<file path="src/hdl/prr_pkg.sv">
// shared constants, types and elaboration-time helpers for the permutation rank/unrank block
// no dependencies; imported by every module of the block
`default_nettype none

package prr_pkg;

    localparam int N_ELEMENTS = 9;
    localparam int DIGIT_W    = 4;
    localparam int PERM_W     = N_ELEMENTS * DIGIT_W;
    localparam int INDEX_W    = 19;
    localparam int CNT_W      = $clog2(N_ELEMENTS + 1);

    typedef logic [DIGIT_W-1:0]                   t_digit;
    typedef logic [N_ELEMENTS-1:0][DIGIT_W-1:0]   t_digits;
    typedef logic [N_ELEMENTS-1:0][INDEX_W-1:0]   t_row;
    typedef logic [N_ELEMENTS-1:0]                t_used;

    typedef enum logic {
        OP_RANK   = 1'b0,
        OP_UNRANK = 1'b1
    } t_op;

    // one request as it travels down the chain
    typedef struct packed {
        t_op                op;
        logic               bad;
        t_used              used;
        logic [INDEX_W-1:0] acc;
        logic [PERM_W-1:0]  perm;
    } t_item;

    function automatic int unsigned fact(input int k);
        int unsigned f;
        f = 1;
        for (int i = 2; i <= k; i++) begin
            f = f * i;
        end
        return f;
    endfunction

    // multiples 0..N-1 of the weight (N-1-stage)! used by one stage
    function automatic t_row weight_row(input int stage);
        t_row r;
        for (int k = 0; k < N_ELEMENTS; k++) begin
            r[k] = INDEX_W'(k * fact(N_ELEMENTS - 1 - stage));
        end
        return r;
    endfunction

    function automatic logic [PERM_W-1:0] identity_perm();
        logic [PERM_W-1:0] v;
        for (int i = 0; i < N_ELEMENTS; i++) begin
            v[i*DIGIT_W +: DIGIT_W] = DIGIT_W'(i);
        end
        return v;
    endfunction

    localparam logic [INDEX_W-1:0] INDEX_LIMIT = INDEX_W'(fact(N_ELEMENTS));
    localparam logic [PERM_W-1:0]  BASE_RESET  = identity_perm();

endpackage

`default_nettype wire

</file>
<file path="src/hdl/prr_base_decode.sv">
// base permutation register and its registered inverse map and sanity flag
// depends on prr_pkg
`default_nettype none

module prr_base_decode (
    input  wire logic                   i_clk,
    input  wire logic                   i_rst_n,
    input  wire logic                   i_cfg_valid,
    output logic                        o_cfg_ready,
    input  wire logic [prr_pkg::PERM_W-1:0] i_cfg_data,
    output prr_pkg::t_digits            o_digits,
    output prr_pkg::t_digits            o_pos,
    output logic                        o_base_bad
);
    import prr_pkg::*;

    logic [PERM_W-1:0] r_base;
    t_digits           r_pos, n_pos;
    logic              r_base_bad, n_base_bad;

    assign o_cfg_ready = 1'b1;
    assign o_digits    = r_base;
    assign o_pos       = r_pos;
    assign o_base_bad  = r_base_bad;

    // configuration register
    always_ff @(posedge i_clk) begin
        if (!i_rst_n) begin
            r_base <= BASE_RESET;
        end else if (i_cfg_valid) begin
            r_base <= i_cfg_data;
        end
    end

    // position of each digit, and a flag when some digit is missing or repeated
    always_comb begin
        logic [CNT_W-1:0] hits;
        n_pos      = '0;
        n_base_bad = 1'b0;
        hits       = '0;
        for (int d = 0; d < N_ELEMENTS; d++) begin
            hits = '0;
            for (int i = 0; i < N_ELEMENTS; i++) begin
                if (r_base[i*DIGIT_W +: DIGIT_W] == DIGIT_W'(d)) begin
                    n_pos[d] = n_pos[d] | DIGIT_W'(i);
                    hits     = hits + 1'b1;
                end
            end
            if (hits != CNT_W'(1)) begin
                n_base_bad = 1'b1;
            end
        end
    end

    // derived copy is registered, so it follows the base register in the next cycle
    always_ff @(posedge i_clk) begin
        if (!i_rst_n) begin
            r_base_bad <= 1'b0;
        end else begin
            r_base_bad <= n_base_bad;
        end
    end

    always_ff @(posedge i_clk) begin
        r_pos <= n_pos;
    end

endmodule

`default_nettype wire

</file>
<file path="src/hdl/prr_entry.sv">
// entry stage: registers a request, checks the index range and seeds the chain
// depends on prr_pkg
`default_nettype none

module prr_entry (
    input  wire logic                        i_clk,
    input  wire logic                        i_rst_n,
    input  wire logic                        i_valid,
    output logic                             o_ready,
    input  wire logic                        i_op,
    input  wire logic [prr_pkg::PERM_W-1:0]  i_perm_in,
    input  wire logic [prr_pkg::INDEX_W-1:0] i_index_in,
    output logic                             o_valid,
    input  wire logic                        i_ready,
    output prr_pkg::t_item                   o_item
);
    import prr_pkg::*;

    logic  r_valid;
    t_item r_item, n_item;

    assign o_ready = !r_valid || i_ready;
    assign o_valid = r_valid;
    assign o_item  = r_item;

    // rank starts from zero, unrank starts from the requested index
    always_comb begin
        n_item.op   = t_op'(i_op);
        n_item.bad  = (n_item.op == OP_UNRANK) && (i_index_in >= INDEX_LIMIT);
        n_item.used = '0;
        n_item.acc  = (n_item.op == OP_UNRANK) ? i_index_in : '0;
        n_item.perm = i_perm_in;
    end

    always_ff @(posedge i_clk) begin
        if (!i_rst_n) begin
            r_valid <= 1'b0;
        end else if (o_ready) begin
            r_valid <= i_valid;
        end
    end

    always_ff @(posedge i_clk) begin
        if (o_ready && i_valid) begin
            r_item <= n_item;
        end
    end

endmodule

`default_nettype wire

</file>
<file path="src/hdl/prr_cell.sv">
// one position of the factorial-base code: a registered stage of the chain
// depends on prr_pkg; weight row, inverse base map and base digits come from the top level
`default_nettype none

module prr_cell (
    input  wire logic             i_clk,
    input  wire logic             i_rst_n,
    input  wire logic             i_valid,
    output logic                  o_ready,
    input  wire prr_pkg::t_item   i_item,
    input  wire prr_pkg::t_row    i_row,
    input  wire prr_pkg::t_digits i_pos,
    input  wire prr_pkg::t_digits i_digits,
    output logic                  o_valid,
    input  wire logic             i_ready,
    output prr_pkg::t_item        o_item
);
    import prr_pkg::*;

    logic  r_valid;
    t_item r_item, n_item;

    assign o_ready = !r_valid || i_ready;
    assign o_valid = r_valid;
    assign o_item  = r_item;

    // low nibble is this position; the word shifts right and the unranked digit enters on top
    always_comb begin
        t_digit             d;
        t_digit             d_idx;
        t_digit             p;
        logic               digit_ok;
        logic [CNT_W-1:0]   cnt;
        logic [CNT_W-1:0]   q;
        logic [CNT_W-1:0]   free_below;
        logic [CNT_W-1:0]   pick;
        logic               found;
        logic [INDEX_W-1:0] rem;

        n_item   = i_item;
        d        = i_item.perm[DIGIT_W-1:0];
        digit_ok = d < DIGIT_W'(N_ELEMENTS);
        d_idx    = digit_ok ? d : '0;
        p        = i_pos[d_idx];

        // rank: unused positions below p
        cnt = '0;
        for (int j = 0; j < N_ELEMENTS; j++) begin
            if ((DIGIT_W'(j) < p) && !i_item.used[j]) begin
                cnt = cnt + 1'b1;
            end
        end

        // unrank: digit of the remaining index in this radix
        q = '0;
        for (int k = 1; k < N_ELEMENTS; k++) begin
            if (i_item.acc >= i_row[k]) begin
                q = q + 1'b1;
            end
        end
        rem = i_item.acc - i_row[q];

        // unrank: the q-th free position, counted from zero
        pick       = CNT_W'(N_ELEMENTS - 1);
        found      = 1'b0;
        free_below = '0;
        for (int j = 0; j < N_ELEMENTS; j++) begin
            if (!i_item.used[j]) begin
                if (!found && (free_below == q)) begin
                    pick  = CNT_W'(j);
                    found = 1'b1;
                end
                free_below = free_below + 1'b1;
            end
        end

        case (i_item.op)
            OP_RANK: begin
                n_item.bad     = i_item.bad | !digit_ok | i_item.used[p];
                n_item.used[p] = 1'b1;
                n_item.acc     = i_item.acc + i_row[cnt];
                n_item.perm    = {DIGIT_W'(0), i_item.perm[PERM_W-1:DIGIT_W]};
            end
            OP_UNRANK: begin
                n_item.used[pick] = 1'b1;
                n_item.acc        = rem;
                n_item.perm       = {i_digits[pick], i_item.perm[PERM_W-1:DIGIT_W]};
            end
            default: begin
                n_item = i_item;
            end
        endcase
    end

    always_ff @(posedge i_clk) begin
        if (!i_rst_n) begin
            r_valid <= 1'b0;
        end else if (o_ready) begin
            r_valid <= i_valid;
        end
    end

    always_ff @(posedge i_clk) begin
        if (o_ready && i_valid) begin
            r_item <= n_item;
        end
    end

endmodule

`default_nettype wire

</file>
<file path="src/hdl/permutation_rank_unrank.sv">
// top level: entry stage, chain of position cells, base decode and result register
// depends on prr_pkg, prr_base_decode, prr_entry, prr_cell
//
//   channel   direction  handshake                  payload
//   request   in         i_valid / o_stall          i_op, i_perm_in, i_index_in
//   result    out        o_valid / i_stall          o_index_out, o_perm_out, o_invalid
//   config    in         i_cfg_valid / o_cfg_ready  i_cfg_data (base permutation)
//
// one request per cycle sustained while the result side is not stalled; a request passes the entry
// register, one cell per position, and the result register
// each stage takes a new request when it is empty or its successor moves, so bubbles close up
// o_stall rises only when every stage is full and the result is stalled
// reset empties the pipe and loads the identity as base; no clearing pass
// the base decode is registered, so a request may follow a config write in the next cycle
`default_nettype none

module permutation_rank_unrank (
    input  wire logic                        i_clk,
    input  wire logic                        i_rst_n,
    input  wire logic                        i_valid,
    output logic                             o_stall,
    input  wire logic                        i_op,
    input  wire logic [prr_pkg::PERM_W-1:0]  i_perm_in,
    input  wire logic [prr_pkg::INDEX_W-1:0] i_index_in,
    output logic                             o_valid,
    input  wire logic                        i_stall,
    output logic [prr_pkg::INDEX_W-1:0]      o_index_out,
    output logic [prr_pkg::PERM_W-1:0]       o_perm_out,
    output logic                             o_invalid,
    input  wire logic                        i_cfg_valid,
    output logic                             o_cfg_ready,
    input  wire logic [prr_pkg::PERM_W-1:0]  i_cfg_data
);
    import prr_pkg::*;

    t_digits               w_digits, w_pos;
    logic                  w_base_bad;
    logic                  w_in_ready;
    logic [N_ELEMENTS:0]   w_valid, w_ready;
    t_item                 w_item [N_ELEMENTS+1];
    t_item                 w_last;
    logic                  w_bad;
    logic                  w_out_ready;

    logic                  r_out_valid;
    logic [INDEX_W-1:0]    r_index, n_index;
    logic [PERM_W-1:0]     r_perm, n_perm;
    logic                  r_invalid;

    // base register and decode
    prr_base_decode u_base (
        .i_clk       (i_clk),
        .i_rst_n     (i_rst_n),
        .i_cfg_valid (i_cfg_valid),
        .o_cfg_ready (o_cfg_ready),
        .i_cfg_data  (i_cfg_data),
        .o_digits    (w_digits),
        .o_pos       (w_pos),
        .o_base_bad  (w_base_bad)
    );

    // entry stage
    prr_entry u_entry (
        .i_clk      (i_clk),
        .i_rst_n    (i_rst_n),
        .i_valid    (i_valid),
        .o_ready    (w_in_ready),
        .i_op       (i_op),
        .i_perm_in  (i_perm_in),
        .i_index_in (i_index_in),
        .o_valid    (w_valid[0]),
        .i_ready    (w_ready[0]),
        .o_item     (w_item[0])
    );

    assign o_stall = !w_in_ready;

    // one cell per position
    for (genvar k = 0; k < N_ELEMENTS; k++) begin : g_cell
        localparam t_row ROW = weight_row(k);
        prr_cell u_cell (
            .i_clk    (i_clk),
            .i_rst_n  (i_rst_n),
            .i_valid  (w_valid[k]),
            .o_ready  (w_ready[k]),
            .i_item   (w_item[k]),
            .i_row    (ROW),
            .i_pos    (w_pos),
            .i_digits (w_digits),
            .o_valid  (w_valid[k+1]),
            .i_ready  (w_ready[k+1]),
            .o_item   (w_item[k+1])
        );
    end

    // result selection: only the field of the request's mode, zero when rejected
    assign w_last      = w_item[N_ELEMENTS];
    assign w_bad       = w_last.bad | w_base_bad;
    assign w_out_ready = !r_out_valid || !i_stall;
    assign w_ready[N_ELEMENTS] = w_out_ready;

    always_comb begin
        n_index = (!w_bad && (w_last.op == OP_RANK))   ? w_last.acc  : '0;
        n_perm  = (!w_bad && (w_last.op == OP_UNRANK)) ? w_last.perm : '0;
    end

    // result register
    always_ff @(posedge i_clk) begin
        if (!i_rst_n) begin
            r_out_valid <= 1'b0;
        end else if (w_out_ready) begin
            r_out_valid <= w_valid[N_ELEMENTS];
        end
    end

    always_ff @(posedge i_clk) begin
        if (w_out_ready && w_valid[N_ELEMENTS]) begin
            r_index   <= n_index;
            r_perm    <= n_perm;
            r_invalid <= w_bad;
        end
    end

    assign o_valid     = r_out_valid;
    assign o_index_out = r_index;
    assign o_perm_out  = r_perm;
    assign o_invalid   = r_invalid;

    // checks
    a_accept_lands: assert property (@(posedge i_clk) disable iff (!i_rst_n)
        (i_valid && !o_stall) |=> w_valid[0])
        else $error("accepted request missing from entry stage");

    a_stall_only_full: assert property (@(posedge i_clk) disable iff (!i_rst_n)
        o_stall |-> ((&w_valid) && r_out_valid && i_stall))
        else $error("input stalled while the pipe has room");

    a_invalid_zero: assert property (@(posedge i_clk) disable iff (!i_rst_n)
        (o_valid && o_invalid) |-> ((o_index_out == '0) && (o_perm_out == '0)))
        else $error("rejected result carries nonzero fields");

    a_rank_in_range: assert property (@(posedge i_clk) disable iff (!i_rst_n)
        (o_valid && !o_invalid) |-> (o_index_out < INDEX_LIMIT))
        else $error("rank beyond factorial range");

endmodule

`default_nettype wire

</file>
<file path="config.mk">
export PLATFORM = sky130hd
export DESIGN_NAME = permutation_rank_unrank
export DESIGN_NICKNAME = d
export VERILOG_FILES = /design/src/hdl/prr_pkg.sv /design/src/hdl/prr_base_decode.sv /design/src/hdl/prr_entry.sv /design/src/hdl/prr_cell.sv /design/src/hdl/permutation_rank_unrank.sv
export SDC_FILE = /design/constraint.sdc
export NUM_CORES = 2
export LEC_CHECK = 0
export CAP_MARGIN = 30
export CORE_ASPECT_RATIO = 2
export CORE_UTILIZATION = 40
export DETAILED_ROUTE_END_ITERATION = 10
export DONT_BUFFER_PORTS = 1
export GPL_TIMING_DRIVEN = 1
export SLEW_MARGIN = 20
export SYNTH_ARGS = -nofsm -noshare
export SYNTH_HDL_FRONTEND = slang
export SYNTH_SLANG_ARGS = --single-unit
</file>
<file path="constraint.sdc">
create_clock -name i_clk -period 9.05 [get_ports i_clk]
set_input_delay 0.4525 -clock i_clk [delete_from_list [all_inputs] [get_ports i_clk]]
set_output_delay 0.4525 -clock i_clk [all_outputs]
set_load 0.005 [all_outputs]
</file>
* Yosys cells after proc, flatten, opt, wreduce, memory -nomap -nowiden *
Memories as Yosys holds them, arrays and structs flattened.
Index checks and enable logic that the tools add are counted.

operators by class
  reduce and logical (&&, ||, !) cells = 370
  shift operators = 0
  multiplexer cells = 789
  add/subtract/negate cells = 281
  magnitude comparators = 224
  equal/unequal tests = 153
  bitwise operators = 43
  divide/modulo/power cells = 0
  multiply operators = 0

operators by type and width
  kind                                                         count
  2-to-1 mux 4 bit                                             443
  case mux 64 bit (2 select lines)                             8
  adder 4 x 1 -> 4 bit (second input constant)                 228
  2-to-1 mux 19 bit                                            18
  binary-select mux 4 bit (select 4 bit)                       18
  less-than comparator 4 x 5 -> 1 bit (second input constant)  45
  equality test 4 bit                                          56
  2-to-1 mux 1 bit                                             223
  >= comparator 19 x 3 -> 1 bit (second input constant)        11
  logical AND 1 bit                                            174
  adder 19 bit                                                 9
  subtractor 19 bit                                            9
  zero test 1 bit                                              167
  equality test 4 x 3 -> 1 bit (second input constant)         36
  less-than comparator 3 x 4 -> 1 bit (first input constant)   36
  >= comparator 19 x 4 -> 1 bit (second input constant)        7
  bitwise OR 9 bit                                             14
  case mux 55 bit (2 select lines)                             1
  2-to-1 mux 3 bit                                             36
  >= comparator 19 x 10 -> 1 bit (second input constant)       5
  >= comparator 19 x 2 -> 1 bit (second input constant)        5
  >= comparator 19 x 5 -> 1 bit (second input constant)        5
  >= comparator 19 x 13 -> 1 bit (second input constant)       4
  >= comparator 19 x 6 -> 1 bit (second input constant)        4
  34 further kinds                                             298

word-level totals
  latch bits = 0
  input port bits = 97
  memory bits (read-only) = 5488
  bits in registers = 782
  bits in writable memories = 0
  word-level logic and storage cells = 1961
  memories = 19
  output and inout port bits = 59

memories
  name              depth  width  rd ports  clocked after memory_dff  wr ports  line            RTL
  (name not given)  16     19     1         0                         0         prr_cell.sv:61  rem = i_item.acc - i_row[q];
  (name not given)  16     19     1         0                         0         prr_cell.sv:81  n_item.acc = i_item.acc + i_row[cnt];
  (name not given)  16     19     1         0                         0         prr_cell.sv:61
  (name not given)  16     19     1         0                         0         prr_cell.sv:81
  (name not given)  16     19     1         0                         0         prr_cell.sv:61
  (name not given)  16     19     1         0                         0         prr_cell.sv:61
  13 more memories  --     --     --        --                        --        --

* Depth between registers and ports, before layout *
  word-level depth = 57
  gate-level depth with buffers = 54
  gate-level depth less buffers = 52

* By module *
From an unflattened synthesis, not the netlist that was laid out.

second synthesis, totals
  cells, all modules = 17234
  area, all modules = 139343.6 µm²

by module, submodules not included
  module                           seq. area each (µm²)  area each (µm²)  cells an instance  instances
  prr_cell (g_cell[2].u_cell ...)  2001.9                14305.0          1900               4
  prr_cell (g_cell[0].u_cell)      2001.9                14376.3          1699               1
  prr_cell (g_cell[5].u_cell)      2001.9                14248.7          1793               1
  prr_cell (g_cell[4].u_cell)      2001.9                14203.6          1827               1
  prr_cell (g_cell[8].u_cell)      2001.9                13489.2          1602               1
  prr_cell (g_cell[1].u_cell)      2001.9                13417.9          1515               1
  prr_base_decode                  1461.4                8212.9           975                1
  permutation_rank_unrank          1701.6                2190.9           126                1
  prr_entry                        1731.7                1984.4           97                 1

* Least setup slack after synthesis *
No wires, ideal clock.

  path kind = reg-to-reg
  from = register g_cell[0].u_cell.r_item, in the netlist g_cell[0].u_cell.o_item[3]
  to = register g_cell[1].u_cell.r_item, in the netlist g_cell[1].u_cell.o_item[54], data pin
  path slack = -835 ps
  arrival = 9627 ps
  path buffers = 4
  clock period less this slack = 9885 ps
  data required time = 8792 ps
  stages on the path, launching flop included = 52
  cell sequence = edfxtp_1 buf_2 nor2b_1 clkbuf_1 a221oi_1 o31ai_1 clkbuf_1 nor2_1 a21oi_1 ha_1 inv_1 xnor2_1 ha_1 inv_1 o21ai_0 ha_1 nor2_1 nor2_1 [... 16 more ...] nand2b_1 ha_1 or3_1 a32oi_1 ha_1 o21a_1 o21a_1 o21a_1 o21a_1 o21a_1 o21a_1 o21a_1 o21a_1 o21a_1 o21a_1 o41a_1 xnor2_1 xnor2_1

RTL lines
  element                 line             RTL
  from (decl)             prr_cell.sv:21   t_item r_item, n_item;
  from (signal assigned)  prr_cell.sv:105  r_item <= n_item;
  to (signal assigned)    prr_cell.sv:105
  to (decl)               prr_cell.sv:21

==> flow_metrics.tcl <==
set metrics [dict create \
    postLayoutCellArea_mm2 0.0816 \
    drc 0 \
    initial_core_util 0.403 \
    dp_slack_ns -0.822 \
    vias 59361 \
    period_minus_slack_ns 9.67 \
    core_area_mm2 0.161 \
    grt_pass1_wl_um 351000 \
    grt_pass1_vias 59527 \
    min_from "i_op" \
    startpoint "g_cell[2].u_cell.o_item[1]$_DFFE_PP_" \
    pin_count 156 \
    cp_data_arrival_time_ns 10.13 \
    most-common-layout-cells "1026 x buf_4, 698 x edfxtp_1, 522 x nand2_1" \
    relSlewSlack 0.383 \
    r2r-start "g_cell[2].u_cell.o_item[1]$_DFFE_PP_" \
    yosysWarnings 0 \
    area_growth_pct 26.0 \
    cts.sinks 782 \
    r2r-end "g_cell[3].u_cell.o_item[54]$_DFFE_PP_" \
    synth_top_area_share 0.324 \
    firstDrtPassIters 9 \
    cp_data_required_time_ns 9.51 \
    avgViaCountPerCell 5.92 \
    die_h_um 571 \
    grt_max_degree 67 \
    status "finished with violations" \
    portBuffers 0 \
    final_max_slew_viol_count 0 \
    synth_cell_type_count 130 \
    hold_viol 0 \
    tritoncts "done" \
    fin_skew_ns 0.0698 \
    rows 208 \
    startpoint_type "register" \
    crit_type "reg2reg" \
    gp_congestion 1.07 \
    p_leak_nw 32.7 \
    power.density_mw_per_mm2 241 \
    die_area_mm2 0.164 \
    hpwl_um 182000 \
    violations "setup timing" \
    drive_above_1_share 0.252 \
    cp_max_fo 4 \
    grt_overflow 0 \
    r2r_slack_ns -0.62 \
    hold_ws_ns 0.00742 \
    placed_area_mm2 0.0733 \
    drt_iter0_drc 4501 \
    antenna_found_initial 31 \
    crit_path_end_kind "register" \
    crit_path_end "g_cell[3].u_cell.o_item[54]$_DFFE_PP_" \
    synth_edf_count 698 \
    r2r_cells 49 \
    fin_crit_sh 1.07 \
    synth_area_per_cell_um2 9.41 \
    setup_viol 12 \
    crit_slowest_cell "mux4_2" \
    synth.ff_latch_count 782 \
    post_synth_instance_area_mm2 0.0648 \
    wire_per_inst_um 23.9 \
    clk_latency_ns 0.75 \
    die_w_um 287 \
    setup_ws_ns -0.620 \
    maxCapViolations 0 \
    synthFlopType "edfxtp_1" \
    clockBufferDepth 3 \
    cts_htree_levels 3 \
    drtAntennaViolNets 0 \
    clk_pin_slew_worst_paths_ns 0.07 \
    ys_async_sr_fraction 0 \
    power.total_mw 19.6 \
    wl_um 240000 \
    cts_root_buf "clkbuf_16" \
    syn_inst 6882 \
    post-place-cells 9527 \
    mostFrequentLayoutCell "buf_4" \
    yosys.area.top_type "edfxtp_1" \
    rsz0062_at_grt "true" \
    num-fill-cells 14515 \
    max_slew.worst_pin.slew_ns 0.926 \
    netlist_top_cells_area "edfxtp_1 32%, ha_1 8.8%, xnor2_1 5.6%" \
    cts_inserted_buffers 80 \
    fin_setup_tns_ns -3.05 \
    clock.fmax_ghz 0.103 \
    track_usage 0.285 \
    slowest_delay_ns 0.53 \
    hp-class "in2reg" \
    ys_seq_area_frac 0.350 \
    final_cells 10028 \
    peakVddDrop_mv 0.379 \
    synth_nets 7437 \
    final_nets 8403 \
    postLayoutCoreUtil 0.508 \
]
[area by class of cell]
cell class,count,area [um^2],share of cell area
Sequential cell,782,22700,0.278
Tap cell,2100,2630,0.0322
Inverter,400,1510,0.0185
Clock buffer,91,2110,0.0258
Clock inverter,54,684,0.00839
Timing Repair Buffer,1194,9590,0.118
Multi-Input combinational cell,5390,42400,0.519
Antenna cell,17,42.5,0.000521
[routing by layer]
metal | global-route usage | up-vias | part of all wire
met1 | 0.256 | 28373 | 0.32
li1 | - | 27434 | -
met2 | 0.515 | 2355 | 0.50
met4 | 0.283 | 30 | 0.12
met5 | 0 | - | 0.00091
met3 | 0.0629 | 1169 | 0.062
[synthesized netlist by cell type, types with 27 or more instances]
master / number
buf_2: 47
mux2_2: 96
nand3b_1: 51
clkbuf_1: 249
o21ai_0: 266
a31oi_1: 72
dfxtp_1: 84
ha_1: 456
nand3_1: 176
o31ai_1: 60
nor3_1: 227
and2_1: 141
nand4_1: 60
mux4_2: 37
xnor2_1: 415
a21oi_1: 323
a21o_1: 37
nor3b_1: 30
nor2b_1: 117
nand2b_1: 79
a211o_1: 35
o22ai_1: 78
mux2i_1: 188
or4_1: 37
a21boi_0: 50
or3_1: 59
o221ai_1: 27
o21a_1: 103
edfxtp_1: 698
a22oi_1: 33
nor2_1: 554
nand2_1: 551
o211ai_1: 62
inv_1: 393
xnor3_1: 47
xor2_1: 197
nor4_1: 62
or2_2: 53
a211oi_1: 63
and3_1: 58
[power by group]
group / total, mW / switching (mW) / internal, mW
clock: 3.59 / 1.59 / 2.00
combinational: 11.5 / 6.29 / 5.21
sequential: 4.56 / 0.242 / 4.31
[cell families after synthesis]
logic type,share of synthesized area
AND/OR/NAND/NOR,0.186
buffers and inverters,0.0427
XOR/XNOR,0.106
AO/OA/AOI/OAI,0.169
multiplexers,0.0588
adder cells (fa/ha/maj),0.0889
other,0.0000579
flip-flops,0.350
[sequential cells by signal, indices dropped and copies added (netlist names)]
register and cells:
g_cell.u_cell.o_item 585, u_entry.o_item 57, o_perm_out 36, u_base.o_digits 36, u_base.o_pos 36, o_index_out 19, g_cell.u_cell.o_valid 9, o_invalid 1
o_valid 1, u_base.o_base_bad 1, u_entry.o_valid 1
[worst min-delay path by stage]
stage | end | cells after the start
floorplan | g_cell[0].u_cell.o_item[0]$_DFFE_PP_ | 0
global placement | g_cell[7].u_cell.o_item[15]$_DFFE_PP_ | 0
detailed placement | g_cell[0].u_cell.o_item[13]$_DFFE_PP_ | 0
CTS | u_entry.o_item[65]$_DFFE_PP_ | 1
global route | u_entry.o_item[65]$_DFFE_PP_ | 1
finish | u_entry.o_item[65]$_DFFE_PP_ | 1
[what timing repair did]
| action | 4_1_cts | 5_1_grt |
|---|---|---|
| hold endpoints to repair | 104 | 0 |
| buffers inserted | 163 | 91 |
| pin swaps | 189 | 265 |
| gates cloned | 0 | 2 |
| hold buffers | 103 | 0 |
| gates resized for setup | 233 | 353 |
| endpoints found under the setup margin | 47 | 72 |
[critical path, delay by kind of cell (launching register included)]
kind	cells	cell delay [ns]
mux	2	0.68
simple gates	10	1.45
xor+xnor	3	0.39
compound gates	20	3.85
flops	1	0.42
buf+inv	5	0.43
fa+ha+maj	9	2.21
(Power assumes the default switching activity.)
